[config.mk]
export PLATFORM = sky130hd
export DESIGN_NAME = nes_back
export DESIGN_NICKNAME = d
export VERILOG_FILES = /design/src/nes_pkg.sv /design/src/nes_back.sv
export SDC_FILE = /design/constraint.sdc
export NUM_CORES = 1
export LEC_CHECK = 0
export BUFFER_PORTS_ARGS = -buffer_cell sky130_fd_sc_hd__buf_4
export CAP_MARGIN = 20
export CELL_PAD_IN_SITES_DETAIL_PLACEMENT = 1
export CELL_PAD_IN_SITES_GLOBAL_PLACEMENT = 1
export CORE_MARGIN = 2
export CORE_UTILIZATION = 55
export CTS_BUF_LIST = sky130_fd_sc_hd__clkbuf_16
export CTS_CLUSTER_SIZE = 12
export DETAILED_ROUTE_END_ITERATION = 12
export PLACE_DENSITY_LB_ADDON = 0.1
export SKIP_LAST_GASP = 1
export SLEW_MARGIN = 20
export SYNTH_ARGS = -nofsm -noshare
export SYNTH_HDL_FRONTEND = slang
export SYNTH_SLANG_ARGS = --single-unit
[constraint.sdc]
create_clock -name clk -period 20.2 [get_ports clk]
set_clock_uncertainty 0.1 [all_clocks]
set_input_delay 4.04 -clock clk [delete_from_list [all_inputs] [get_ports clk]]
set_output_delay 4.04 -clock clk [all_outputs]
set_load 0.05 [all_outputs]
[src/nes_pkg.sv]
`default_nettype none
package nes_pkg;

  localparam int ELEM_W = 16;
  localparam int DIST_W = 20;
  localparam int SUM_W  = 2 * DIST_W + 1;
  localparam logic [SUM_W-1:0] SUM_CAP = {1'b1, {(SUM_W-1){1'b0}}};

  localparam logic [1:0] OP_ADD   = 2'd0;
  localparam logic [1:0] OP_QUERY = 2'd1;
  localparam logic [1:0] OP_CLEAR = 2'd2;

  localparam logic [2:0] ST_ADDED   = 3'd0;
  localparam logic [2:0] ST_FULL    = 3'd1;
  localparam logic [2:0] ST_MATCH   = 3'd2;
  localparam logic [2:0] ST_EMPTY   = 3'd3;
  localparam logic [2:0] ST_LENERR  = 3'd4;
  localparam logic [2:0] ST_CLEARED = 3'd5;

  typedef struct packed {
    logic [1:0]               op;
    logic signed [ELEM_W-1:0] vector_element;
    logic                     last;
  } in_item_t;

  typedef struct packed {
    logic [2:0]        status;
    logic [5:0]        match_index;
    logic [DIST_W-1:0] distance;
    logic [6:0]        stored_count;
  } out_item_t;

  // One unit of work handed from the front to the back.
  typedef struct packed {
    logic       search;
    logic [2:0] status;
    logic [6:0] count;
  } job_t;

  typedef struct packed {
    logic busy;
    logic search_done;
  } back_status_t;

endpackage
`default_nettype wire

[src/nes_back.sv]
`default_nettype none
module nes_back #(
  parameter int MAX_ENTRIES = 64,
  parameter int EMBED_DIM   = 128
) (
  input  wire logic                 clk,
  input  wire logic                 rst_n,
  input  wire logic                 job_empty,
  input  wire nes_pkg::job_t        job,
  output logic                      job_pop,
  input  wire logic [$clog2(MAX_ENTRIES + 1)-1:0] count,
  output logic [(MAX_ENTRIES * EMBED_DIM > 1 ? $clog2(MAX_ENTRIES * EMBED_DIM) : 1)-1:0]
                                    entry_raddr,
  input  wire logic [nes_pkg::ELEM_W-1:0] entry_rdata,
  output logic [(EMBED_DIM > 1 ? $clog2(EMBED_DIM) : 1)-1:0] query_raddr,
  input  wire logic [nes_pkg::ELEM_W-1:0] query_rdata,
  output nes_pkg::out_item_t        out_item,
  output logic                      out_empty,
  input  wire logic                 out_pop,
  output nes_pkg::back_status_t     bstat
);
  import nes_pkg::*;

  localparam int COL_W = EMBED_DIM > 1 ? $clog2(EMBED_DIM) : 1;
  localparam int ROW_W = MAX_ENTRIES > 1 ? $clog2(MAX_ENTRIES) : 1;
  localparam int CNT_W = $clog2(MAX_ENTRIES + 1);
  localparam int AW    = MAX_ENTRIES * EMBED_DIM > 1 ? $clog2(MAX_ENTRIES * EMBED_DIM) : 1;

  typedef enum logic [1:0] {S_IDLE, S_RUN, S_SQRT, S_DONE} state_t;

  typedef struct packed {
    logic             valid;
    logic             first;
    logic             last_col;
    logic             last;
    logic [ROW_W-1:0] row;
  } tag_t;

  state_t           state_r, state_nxt;
  logic             issue_r, issue_nxt;
  logic [ROW_W-1:0] row_r, row_nxt;
  logic [COL_W-1:0] col_r, col_nxt;
  logic [AW-1:0]    base_r, base_nxt;
  logic [SUM_W-1:0] acc_r, best_r, best_nxt;
  logic [ROW_W-1:0] best_idx_r, best_idx_nxt;
  logic [2*DIST_W-1:0] n_sh_r, n_sh_nxt;
  logic [DIST_W+1:0]   rem_r, rem_nxt;
  logic [DIST_W-1:0]   root_r, root_nxt;
  logic [4:0]       step_r, step_nxt;
  logic             out_valid_r, out_valid_nxt;
  out_item_t        out_item_r, out_item_nxt;
  logic             done_r, done_nxt;

  tag_t             tag0, p1_r, p2_r, p3_r;
  logic signed [ELEM_W:0]     diff_r;
  logic signed [2*ELEM_W+1:0] prod;
  logic [2*ELEM_W-1:0]        sq_r;
  logic [SUM_W:0]   sum_raw;
  logic [SUM_W-1:0] sum_sat, acc_base;
  logic             last_col, last_row, out_free, take;
  logic [DIST_W+3:0] rem_sh, trial;

  assign out_free    = !out_valid_r || out_pop;
  assign out_empty   = !out_valid_r;
  assign out_item    = out_item_r;
  assign bstat.busy        = (state_r != S_IDLE);
  assign bstat.search_done = done_r;

  assign last_col    = (col_r == COL_W'(EMBED_DIM - 1));
  assign last_row    = (CNT_W'(row_r) == count - CNT_W'(1));
  assign entry_raddr = base_r + AW'(col_r);
  assign query_raddr = col_r;

  always_comb begin
    tag0.valid    = issue_r;
    tag0.first    = (col_r == '0);
    tag0.last_col = last_col;
    tag0.last     = last_col && last_row;
    tag0.row      = row_r;
  end

  // Squared-difference pipeline: RAM read, subtract, multiply, accumulate.
  assign prod = diff_r * diff_r;

  always_ff @(posedge clk) begin
    if (!rst_n) begin
      p1_r.valid <= 1'b0;
      p2_r.valid <= 1'b0;
      p3_r.valid <= 1'b0;
    end else begin
      p1_r <= tag0;
      p2_r <= p1_r;
      p3_r <= p2_r;
    end
    diff_r <= $signed({query_rdata[ELEM_W-1], query_rdata})
            - $signed({entry_rdata[ELEM_W-1], entry_rdata});
    sq_r   <= prod[2*ELEM_W-1:0];
    if (p3_r.valid) begin
      acc_r <= sum_sat;
    end
  end

  always_comb begin
    acc_base = p3_r.first ? '0 : acc_r;
    sum_raw  = {1'b0, acc_base} + (SUM_W + 1)'(sq_r);
    sum_sat  = (sum_raw >= {1'b0, SUM_CAP}) ? SUM_CAP : sum_raw[SUM_W-1:0];
    take     = (p3_r.row == '0) || (sum_sat < best_r);
    best_nxt     = best_r;
    best_idx_nxt = best_idx_r;
    if (p3_r.valid && p3_r.last_col && take) begin
      best_nxt     = sum_sat;
      best_idx_nxt = p3_r.row;
    end
  end

  // One root bit per step, two radicand bits shifted in each time.
  assign rem_sh = {rem_r, n_sh_r[2*DIST_W-1 -: 2]};
  assign trial  = {2'b00, root_r, 2'b01};

  always_comb begin
    state_nxt     = state_r;
    issue_nxt     = issue_r;
    row_nxt       = row_r;
    col_nxt       = col_r;
    base_nxt      = base_r;
    n_sh_nxt      = n_sh_r;
    rem_nxt       = rem_r;
    root_nxt      = root_r;
    step_nxt      = step_r;
    out_valid_nxt = out_valid_r && !out_pop;
    out_item_nxt  = out_item_r;
    done_nxt      = 1'b0;
    job_pop       = 1'b0;
    case (state_r)
      S_IDLE: begin
        if (!job_empty) begin
          if (job.search) begin
            job_pop   = 1'b1;
            state_nxt = S_RUN;
            issue_nxt = 1'b1;
            row_nxt   = '0;
            col_nxt   = '0;
            base_nxt  = '0;
          end else if (out_free) begin
            job_pop       = 1'b1;
            out_valid_nxt = 1'b1;
            out_item_nxt.status       = job.status;
            out_item_nxt.match_index  = '0;
            out_item_nxt.distance     = (job.status == ST_EMPTY) ? '1 : '0;
            out_item_nxt.stored_count = job.count;
          end
        end
      end
      S_RUN: begin
        if (issue_r) begin
          if (last_col) begin
            col_nxt  = '0;
            base_nxt = base_r + AW'(EMBED_DIM);
            if (last_row) begin
              issue_nxt = 1'b0;
            end else begin
              row_nxt = ROW_W'(row_r + 1'b1);
            end
          end else begin
            col_nxt = COL_W'(col_r + 1'b1);
          end
        end
        if (p3_r.valid && p3_r.last) begin
          n_sh_nxt = best_nxt[2*DIST_W-1:0];
          rem_nxt  = '0;
          root_nxt = '0;
          step_nxt = '0;
          if (best_nxt[SUM_W-1]) begin
            root_nxt  = '1;
            state_nxt = S_DONE;
          end else begin
            state_nxt = S_SQRT;
          end
        end
      end
      S_SQRT: begin
        n_sh_nxt = {n_sh_r[2*DIST_W-3:0], 2'b00};
        if (rem_sh >= trial) begin
          rem_nxt  = (DIST_W + 2)'(rem_sh - trial);
          root_nxt = {root_r[DIST_W-2:0], 1'b1};
        end else begin
          rem_nxt  = rem_sh[DIST_W+1:0];
          root_nxt = {root_r[DIST_W-2:0], 1'b0};
        end
        step_nxt = 5'(step_r + 1'b1);
        if (step_r == 5'(DIST_W - 1)) begin
          state_nxt = S_DONE;
        end
      end
      S_DONE: begin
        if (out_free) begin
          out_valid_nxt = 1'b1;
          out_item_nxt.status       = ST_MATCH;
          out_item_nxt.match_index  = 6'(best_idx_r);
          out_item_nxt.distance     = root_r;
          out_item_nxt.stored_count = 7'(count);
          done_nxt  = 1'b1;
          state_nxt = S_IDLE;
        end
      end
      default: begin
        state_nxt = S_IDLE;
      end
    endcase
  end

  always_ff @(posedge clk) begin
    if (!rst_n) begin
      state_r     <= S_IDLE;
      issue_r     <= 1'b0;
      out_valid_r <= 1'b0;
      done_r      <= 1'b0;
    end else begin
      state_r     <= state_nxt;
      issue_r     <= issue_nxt;
      out_valid_r <= out_valid_nxt;
      done_r      <= done_nxt;
    end
    row_r      <= row_nxt;
    col_r      <= col_nxt;
    base_r     <= base_nxt;
    best_r     <= best_nxt;
    best_idx_r <= best_idx_nxt;
    n_sh_r     <= n_sh_nxt;
    rem_r      <= rem_nxt;
    root_r     <= root_nxt;
    step_r     <= step_nxt;
    out_item_r <= out_item_nxt;
  end

endmodule
`default_nettype wire

# Word-level counts from Yosys, hierarchy flattened
# Cells that the tools add are included.
[totals] reg_bits=321 out_inout_bits=60 elab_cells=146
[op_classes] multipliers=1 reduce_logical=24 magnitude_cmp=3 eq_ne=17 add_sub_neg=9 mux=57
[op_table] cell="36-bit 2-to-1 mux" n=4
[op_table] cell="41-bit 2-to-1 mux" n=3
[op_table] cell="40-bit case mux with 2 select lines" n=1
[op_table] cell="36-bit case mux with 2 select lines" n=1
[op_table] cell="20-bit 2-to-1 mux" n=3
[op_table] cell="13-bit 2-to-1 mux" n=4
[op_table] cell="22-bit 2-to-1 mux" n=2
[op_table] cell="22-bit case mux with 2 select lines" n=1
[op_table] cell="41-bit by 32-bit adder with 42-bit output" n=1
[op_table] cell="42-bit by 41-bit greater-or-equal comparator with 1-bit output (second input constant)" n=1
[op_table] cell="41-bit less-than comparator" n=1
[op_table] cell="40-bit 2-to-1 mux" n=1
[op_table] cell="20-bit case mux with 2 select lines" n=1
[op_table] cell="17-bit by 17-bit multiplier with 32-bit output" n=1
[op_table] cell="6-bit 2-to-1 mux" n=5
[op_table] cell="7-bit 2-to-1 mux" n=4
[op_table] cell="13-bit case mux with 2 select lines" n=1
[op_table] cell="24-bit by 22-bit greater-or-equal comparator with 1-bit output" n=1
[op_table] cell="22-bit subtractor" n=1
[op_table] cell="2-bit != test (second input constant)" n=10
[op_table] cell="16-bit by 16-bit subtractor with 17-bit output" n=1
[op_table] cell="5-bit AND reduction" n=3
[op_table] cell="1-bit 2-to-1 mux" n=14
[op_table] cell="7-bit case mux with 2 select lines" n=1
[op_table] cell="other kinds (29)" n=45

# Depth between registers and ports, before layout
# Gate-level depths: netlist of the first run.
[logic_depth] ltp_word=11 mapped_depth=27 mapped_depth_nobuf=24

# Least setup slack after synthesis of the first run
# No wires, ideal clock.
[synth_timing] path_kind="input port to output port" from="input port out_pop" to="output port job_pop" slack_ns=10.824 required_ns=16.060 arrival_ns=5.236 stages=3 path_cell_list="nand2b_1 nor2_1 nor3_1"
[synth_between] elab_chain_len=5
[synth_rtl] item="from (decl)" line="nes_back.sv:19" text="input wire logic out_pop,"
[synth_rtl] item="1-bit logical OR" line="nes_back.sv:63" text="assign out_free = !out_valid_r || out_pop;"
[synth_rtl] item="1-bit 2-to-1 mux" line="nes_back.sv:144" text="end else if (out_free) begin"
[synth_rtl] item="1-bit 2-to-1 mux" line="nes_back.sv:137" text="if (job.search) begin"
[synth_rtl] item="1-bit 2-to-1 mux" line="nes_back.sv:136" text="if (!job_empty) begin"
[synth_rtl] item="1-bit 2-to-1 mux" line="nes_back.sv:134" text="case (state_r)"
[synth_rtl] item="to (decl)" line="nes_back.sv:10" text="output logic job_pop,"
# Every way passes these cells.

# Final worst setup path of the first run
# Same ends and word-level chain as after synthesis.

==> impl_metrics.csv, run 1 <==
group,metric,value,unit
status,status,"finished clean",
floorplanning,die_area,48600,um2
setup_path,end_kind,"primary output",
synthesis,synthTopCellsByArea,"edfxtp_1 25%, fa_1 20%, ha_1 10%, dfxtp_1 7.5%, inv_1 5.5%",
floorplanning,boundaryPins,114,
cts,cts.clk_slew.worst_paths,60,ps
setup_path,cp_top_family,"simple AND/OR/NAND/NOR gates",
floorplanning,die_x,220,um
global_routing,gr-total-overflow,0,
timing,slew_headroom,0.255,
route,drt_first_pass_iters,4,
setup_path,r2r_start,"p3_r[8]",
setup_path,worstSetupPathType,"in2out",
final_layout,drive_above_1_share,0.110,
cts,cts_sinks,313,
setup_path,slowest_delay,230,ps
route,drcViolationCount,0,
setup_path,worstPathMaxFanout,3,
timing,setup_violations,0,
floorplanning,start_util,0.556,
timing,max_freq,0.113,GHz
setup_path,r2r_end,"n_sh_r[29]",
synthesis,synth-edff-count,216,
final_layout,nNetsFinal,3042,
synthesis,synthCells,2429,
route,wl_per_cell,20.1,um
synthesis,ys_seq_area_frac,0.327,
floorplanning,die_h,220,um
route,routed_via_density,5.70,
setup_path,crit_chain,"buf_4, nand2b_1, nor2_1, nor3_1, buf_4",
placement,port_buffers,113,
timing,maxSlewViolCount,0,
setup_path,path_buf_inv,2,
cts,cts_htree_levels,2,
placement,dpl.hpwl,48300,um
cts,ctsHoldBuffers,0,
synthesis,ys_types,82,
final_layout,antenna_cells,0,
timing,finalHoldViolCount,0,
synthesis,yosysTopAreaCellShare,0.252,
cts,clockBufferDepth,3,
hold_path,min_path_type,"reg2reg",
final_layout,syn_to_final_growth,10.1,%
timing,grt_setup_unrepaired,"false",
synthesis,synth_top_area_cell,"edfxtp_1",
synthesis,ys.flop_type,"edfxtp_1",
route,vias,18000,
timing,final.setup.tns,0,ps
cts,insertion_delay,560,ps
route,drt_iter0_markers,757,
setup_path,crit_end,"job_pop",
synthesis,syn_avg_cell_area,10.6,um2
placement,place_congestion,0.844,
global_routing,antenna_found_initial,0,
route,wirelength,63400,um
synthesis,synth_nets,2947,
setup_path,cp-start-kind,"primary input",
global_routing,grt_pass1_vias,20200,
setup_path,cp.depth,5,
synthesis,post_synth_most_frequent_cells,"381 x inv_1, 258 x fa_1, 216 x edfxtp_1",
cts,cts_tree,"built",
setup_path,crit_arrival,4720,ps
synthesis,synth_most_common_cell,"inv_1",
cts,cts-resized-gates,0,
synthesis,synth_area,25800,um2
timing,min_period,8860,ps
cts,root_buffer,"clkbuf_16",
cts,post_cts_buffers,0,
setup_path,crit_top_cell,"buf_4",
job,drv_cap,0,
floorplanning,core,46400,um2
setup_path,cpMaxStageDelayCell,"buf_4",
global_routing,grt_pass1_wl,103000,um
setup_path,crit_required,16060,ps
synthesis,yosysWarningCount,0,
setup_path,r2r_cells,24,
timing,tightest_slew,1090,ps
floorplanning,std_cell_rows,79,
timing,finalCritPeriodShare,0.439,
synthesis,async_flop_share,0,
setup_path,crit_path_start,"out_pop",
global_routing,grt_max_degree,65,
global_routing,track_usage,0.269,
route,drtAntennaViolNets,0,
setup_path,reg2reg_slack,12020,ps
cts,cts-buffers-inserted,37,
synthesis,synth_seq_cells,313,
==> worst min-delay path by stage <==
stage,slack (ps),end,startpoint,depth (start not counted)
final,320,p3_r[4],p2_r[4],0
after floorplan,300,p2_r[0],p1_r[0],0
after CTS,320,p3_r[4],p2_r[4],0
after global routing,330,p3_r[4],p2_r[4],0
after detailed placement,310,p2_r[7],p1_r[7],0
after global placement,300,p3_r[0],p2_r[0],0
==> state kept, by name, summed over array words and instances, names as in the netlist, 17 cells and up <==
name,cells
best_r,41
root_r,20
rem_r,22
out_item,36
sq_r,31
acc_r,41
n_sh_r,40
diff_r,17
==> kinds of logic (layout without fill, tap and decap cells) <==
group,Yosys count,in the layout,synth area share
compound gates,354,354,0.0924
simple gates,611,611,0.121
fa+ha+maj,464,464,0.300
flops,313,313,0.327
xor+xnor,135,135,0.0459
buf+inv,458,580,0.0689
mux,94,94,0.0439
==> layout by cell type, fill, tap and decap left out, drive strengths merged, types with 11 or more instances in the layout <==
master  Yosys  final
a211oi     22     22
a21boi     24     24
a21o       50     50
a21oi      89     89
a31oi      11     11
and2       93     93
and3       30     30
buf        17    130
clkbuf     57     38
clkinv      1     18
dfxtp      97     97
edfxtp    216    216
fa        258    258
ha        206    206
inv       383    391
mux2       75     75
mux2i      19     19
nand2     139    139
nand2b     22     22
nand3      44     44
nand4      24     24
nor2      112    112
nor2b      58     58
nor3       43     43
o21a       16     16
o21ai      59     59
o21bai     17     17
or3        11     11
xnor2      95     95
xor2       40     40
==> per-layer routing <==
| metal | routed length, um | GRT usage |
|---|---|---|
| met5 | 0 | 0 |
| met1 | 27000 | 0.339 |
| met3 | 1880 | 0.0324 |
| met2 | 33000 | 0.486 |
| met4 | 1520 | 0.0747 |
==> area by class of cell <==
cell class	count	area (um2)
fill	4972	18000
clock inverter	28	200
timing repair buffer	130	988
sequential	313	8430
inverter	384	1440
multi-input combinational	1658	15600
tap	607	759
clock buffer	38	951
==> through the flow <==
| step | area [um2] | cells | hold slack, ps | util | setup WS [ps] |
|---|---|---|---|---|---|
| floorplan | 25800 | 2429 | 300 | - | 10820 |
| global placement | 27200 | 3091 | 302 | 0.587 | 11330 |
| detailed placement | 27200 | 3091 | 306 | 0.587 | 11340 |
| CTS | 28300 | 3157 | 321 | 0.611 | 11340 |
| global route | 28400 | 3158 | 330 | 0.612 | 11300 |
| finish | 28400 | 3158 | 321 | 0.612 | 11340 |
Power of run 1 is not shown: default switching activity piles up to over one toggle a cycle in this logic, so the estimate is an artifact.
==> run 2, diff against run 1 <==
--- a/config.mk
+++ b/config.mk
@@ -10,7 +10,7 @@
 export CELL_PAD_IN_SITES_DETAIL_PLACEMENT = 1
 export CELL_PAD_IN_SITES_GLOBAL_PLACEMENT = 1
 export CORE_MARGIN = 2
-export CORE_UTILIZATION = 55
+export CORE_UTILIZATION = 51
 export CTS_BUF_LIST = sky130_fd_sc_hd__clkbuf_16
 export CTS_CLUSTER_SIZE = 12
 export DETAILED_ROUTE_END_ITERATION = 12
==> constraint.sdc (replaced) <==
create_clock -name clk -period 8.75 [get_ports clk]
set_clock_uncertainty 0.1 [all_clocks]
set_input_delay 1.75 -clock clk [delete_from_list [all_inputs] [get_ports clk]]
set_output_delay 1.75 -clock clk [all_outputs]
set_load 0.05 [all_outputs]
==> impl_metrics.csv, run 2 (synthesis results as in run 1) <==
group,metric,value,unit
setup_path,cp-start-kind,"register",
global_routing,gr-total-overflow,0,
hold_path,min_path_type,"reg2reg",
setup_path,crit_chain,"nor2b_1, ha_1, a21oi_1, o21ai_0, a211oi_1, nor3_1, a211oi_1, a211oi_2, xnor2_2, buf_4, a2111oi_0, buf_4, ha_1, nand4_1, nor2_1, nand2_1, nor4_1, and3_1, inv_1, o31ai_4, inv_2, buf_12, mux2_4, mux2_2",
job,drv_cap,0,
cts,cts-buffers-inserted,38,
route,drt_first_pass_iters,5,
cts,cts-resized-gates,0,
route,wl_per_cell,19.4,um
timing,grt_setup_unrepaired,"false",
cts,ctsHoldBuffers,0,
setup_path,reg2reg_slack,860,ps
global_routing,grt_max_degree,82,
global_routing,track_usage,0.247,
cts,cts_sinks,313,
route,vias,17800,
setup_path,worstPathMaxFanout,32,
final_layout,nNetsFinal,3052,
setup_path,cp_top_family,"compound AO/OA/AOI/OAI gates",
final_layout,final_common_cell,"inv_1",
setup_path,crit_arrival,8080,ps
floorplanning,start_util,0.515,
cts,cts_htree_levels,2,
cts,cts.clk_slew.worst_paths,60,ps
timing,hold_slack,319,ps
setup_path,end_kind,"register",
route,drtAntennaViolNets,0,
timing,finalHoldViolCount,0,
final_layout,syn_to_final_growth,10.9,%
setup_path,slowest_delay,940,ps
final_layout,fillCellCount,5546,
global_routing,met2_usage,0.434,
final_layout,drive_above_1_share,0.114,
cts,insertion_delay,560,ps
timing,slew_headroom,0.310,
route,routed_via_density,5.50,
final_layout,antenna_cells,0,
route,wirelength,62700,um
cts,cts_tree,"built",
global_routing,met1_usage,0.323,
placement,port_buffers,113,
final_layout,final_core_util,0.571,
route,drcViolationCount,0,
global_routing,grt_pass1_wl,104000,um
global_routing,grt_pass1_vias,20100,
floorplanning,die_area,52300,um2
timing,final.setup.tns,0,ps
timing,tightest_slew,1010,ps
final_layout,layout_common_cells,"386 x inv_1, 258 x fa_1, 216 x edfxtp_1",
floorplanning,boundaryPins,114,
floorplanning,die_h,229,um
setup_path,path_buf_inv,5,
route,drt_iter0_markers,962,
cts,clockBufferDepth,3,
floorplanning,std_cell_rows,82,
timing,setup_violations,0,
global_routing,gr-max-usage-layer,"met2",
timing,finalCritPeriodShare,0.902,
cts,root_buffer,"clkbuf_16",
timing,max_freq,0.127,GHz
global_routing,antenna_found_initial,0,
status,status,"finished clean",
floorplanning,die_x,229,um
setup_path,crit_required,8940,ps
floorplanning,core,50100,um2
placement,dpl.hpwl,49100,um
timing,maxSlewViolCount,0,
setup_path,cpMaxStageDelayCell,"edfxtp_1",
timing,min_period,7890,ps
global_routing,gr-usage-met3,0.0327,
final_layout,reg_top3,"acc_r: 41 flops, best_r: 41 flops, n_sh_r: 40 flops",
placement,place_congestion,0.888,
setup_path,worstSetupPathType,"reg2reg",
cts,post_cts_buffers,0,
run 2: metrics by stage:
stage	cells	cell area, um2	setup slack [ps]
floorplan	2429	25800	818
global placement	3165	27400	1240
detailed placement	3165	27400	996
CTS	3235	28600	977
global route	3236	28600	244
finish	3236	28600	860
run 2: worst reg2reg max path: stages (launching register included):
cell and delay [ps]:
edfxtp_1 940, nor2b_1 110, ha_1 400, a21oi_1 210, o21ai_0 140, a211oi_1 270
nor3_1 80, a211oi_1 640, a211oi_2 230, xnor2_2 590, buf_4 330, a2111oi_0 100
buf_4 160, ha_1 300, nand4_1 100, nor2_1 290, nand2_1 150, nor4_1 550
and3_1 250, inv_1 110, o31ai_4 360, inv_2 320, buf_12 290, mux2_4 350
mux2_2 270
run 2: layout make-up:
class | instances | area [um2] | area share
inverter | 384 | 1440 | 0.0504
timing repair buffer | 139 | 1070 | 0.0375
clock inverter | 31 | 239 | 0.00836
tap | 672 | 841 | 0.0294
clock buffer | 39 | 976 | 0.0341
multi-input combinational | 1658 | 15600 | 0.545
sequential | 313 | 8430 | 0.295
run 2: path summary, 6_finish.rpt:
kind | end | cells past startpoint | start
max | n_sh_r[21] | 24 | p3_r[8]
max reg2reg | n_sh_r[21] | 24 | p3_r[8]
min | p2_r[7] | 0 | p1_r[7]
min reg2reg | p2_r[7] | 0 | p1_r[7]
run 2: metal layers:
layer | vias to the layer above | wire length [um]
met4 | 0 | 1580
met2 | 278 | 31300
li1 | 8354 | -
met5 | - | 0
met3 | 100 | 2060
met1 | 9075 | 27700
Power of run 2 is left out for the same reason.
==> run 3, diff against run 2 <==
==> constraint.sdc (replaced) <==
create_clock -name clk -period 9 [get_ports clk]
set_clock_uncertainty 0.1 [all_clocks]
set_input_delay 1.8 -clock clk [delete_from_list [all_inputs] [get_ports clk]]
set_output_delay 1.8 -clock clk [all_outputs]
set_load 0.05 [all_outputs]
==> impl_metrics.csv, run 3 (synthesis results as in run 1) <==
group,metric,value,unit
status,status,"finished clean",
route,drcViolationCount,0,
cts,ctsHoldBuffers,0,
global_routing,grt_max_degree,63,
global_routing,grt_pass1_wl,105000,um
timing,finalHoldViolCount,0,
timing,tightest_slew,936,ps
timing,max_freq,0.123,GHz
setup_path,path_buf_inv,3,
placement,port_buffers,113,
final_layout,drive_above_1_share,0.110,
cts,cts-buffers-inserted,38,
global_routing,antenna_found_initial,0,
route,wl_per_cell,19.5,um
global_routing,track_usage,0.247,
timing,setup_violations,0,
cts,insertion_delay,580,ps
setup_path,end_kind,"register",
hold_path,min_path_type,"reg2reg",
global_routing,gr-total-overflow,0,
route,vias,17900,
cts,root_buffer,"clkbuf_16",
setup_path,slowest_delay,880,ps
floorplanning,core,50100,um2
cts,clockBufferDepth,3,
cts,cts_htree_levels,2,
setup_path,crit_required,9220,ps
cts,cts_sinks,313,
setup_path,cp-start-kind,"register",
final_layout,fin_area,28600,um2
cts,cts_tree,"built",
timing,grt_setup_unrepaired,"false",
cts,post_cts_buffers,0,
setup_path,cpMaxStageDelayCell,"edfxtp_1",
final_layout,syn_to_final_growth,10.9,%
setup_path,crit_chain,"buf_4, nor2b_1, ha_1, nand4b_1, a2111oi_1, a21o_1, a21oi_1, o21ai_0, nand3_1, a31o_2, a211oi_1, ha_1, nand3_1, a2bb2oi_1, a21oi_1, a2111oi_0, o221ai_1, o31ai_1, and4_1, o31ai_4, inv_2, buf_12, mux2_4, mux2_2",
timing,finalCritPeriodShare,0.904,
floorplanning,std_cell_rows,82,
floorplanning,die_h,229,um
final_layout,final_common_cell,"inv_1",
placement,dpl.hpwl,48600,um
floorplanning,die_area,52300,um2
job,drv_cap,0,
final_layout,antenna_cells,0,
route,drt_first_pass_iters,5,
route,routed_via_density,5.53,
global_routing,grt_pass1_vias,20100,
setup_path,crit_arrival,8350,ps
timing,maxSlewViolCount,0,
final_layout,nNetsFinal,3046,
placement,place_congestion,0.867,
cts,cts-resized-gates,0,
setup_path,worstPathMaxFanout,32,
timing,min_period,8140,ps
final_layout,reg_top3,"acc_r: 41 flops, best_r: 41 flops, n_sh_r: 40 flops",
route,drt_iter0_markers,916,
timing,final.setup.tns,0,ps
floorplanning,boundaryPins,114,
route,drtAntennaViolNets,0,
final_layout,layout_common_cells,"397 x inv_1, 258 x fa_1, 216 x edfxtp_1",
timing,slew_headroom,0.375,
placement,place_area,27300,um2
setup_path,worstSetupPathType,"reg2reg",
floorplanning,die_x,229,um
setup_path,cp_top_family,"compound AO/OA/AOI/OAI gates",
floorplanning,start_util,0.515,
route,wirelength,63100,um
cts,cts.clk_slew.worst_paths,60,ps
[run 3: path summary, 6_finish.rpt]
kind / slack (ps) / to / from / cells after the start
min: 320 / p3_r[4] / p2_r[4] / 0
max reg2reg: 860 / n_sh_r[24] / p3_r[8] / 24
max: 860 / n_sh_r[24] / p3_r[8] / 24
min reg2reg: 320 / p3_r[4] / p2_r[4] / 0
[run 3: routing by layer]
metal	wire length, um	vias up	global-route usage
li1	-	8347	-
met1	27900	9151	0.325
met2	32100	266	0.441
met3	1760	97	0.0261
met4	1310	0	0.0560
met5	0	-	0
[run 3: cell type report]
class	count	area (um2)
clock inverter	32	284
clock buffer	38	951
timing repair buffer	133	1050
sequential	313	8430
inverter	384	1440
multi-input combinational	1658	15600
fill	5485	21500
tap	672	841
[run 3: through the flow]
stage	util	std cells	worst slack (ps)	hold slack, ps
floorplan	-	2429	1070	300
global placement	0.545	3158	1310	300
detailed placement	0.545	3158	1090	306
CTS	0.570	3228	1030	321
global route	0.571	3230	319	328
finish	0.571	3230	864	317
[run 3: worst reg2reg max path: cells and delay by family, from the launching register on]
family / cells / cell delay (ps)
simple gates: 5 / 920
compound gates: 12 / 3580
buf+inv: 3 / 1060
mux: 2 / 660
fa+ha+maj: 2 / 710
flops: 1 / 880
Power of run 3 is left out for the same reason.
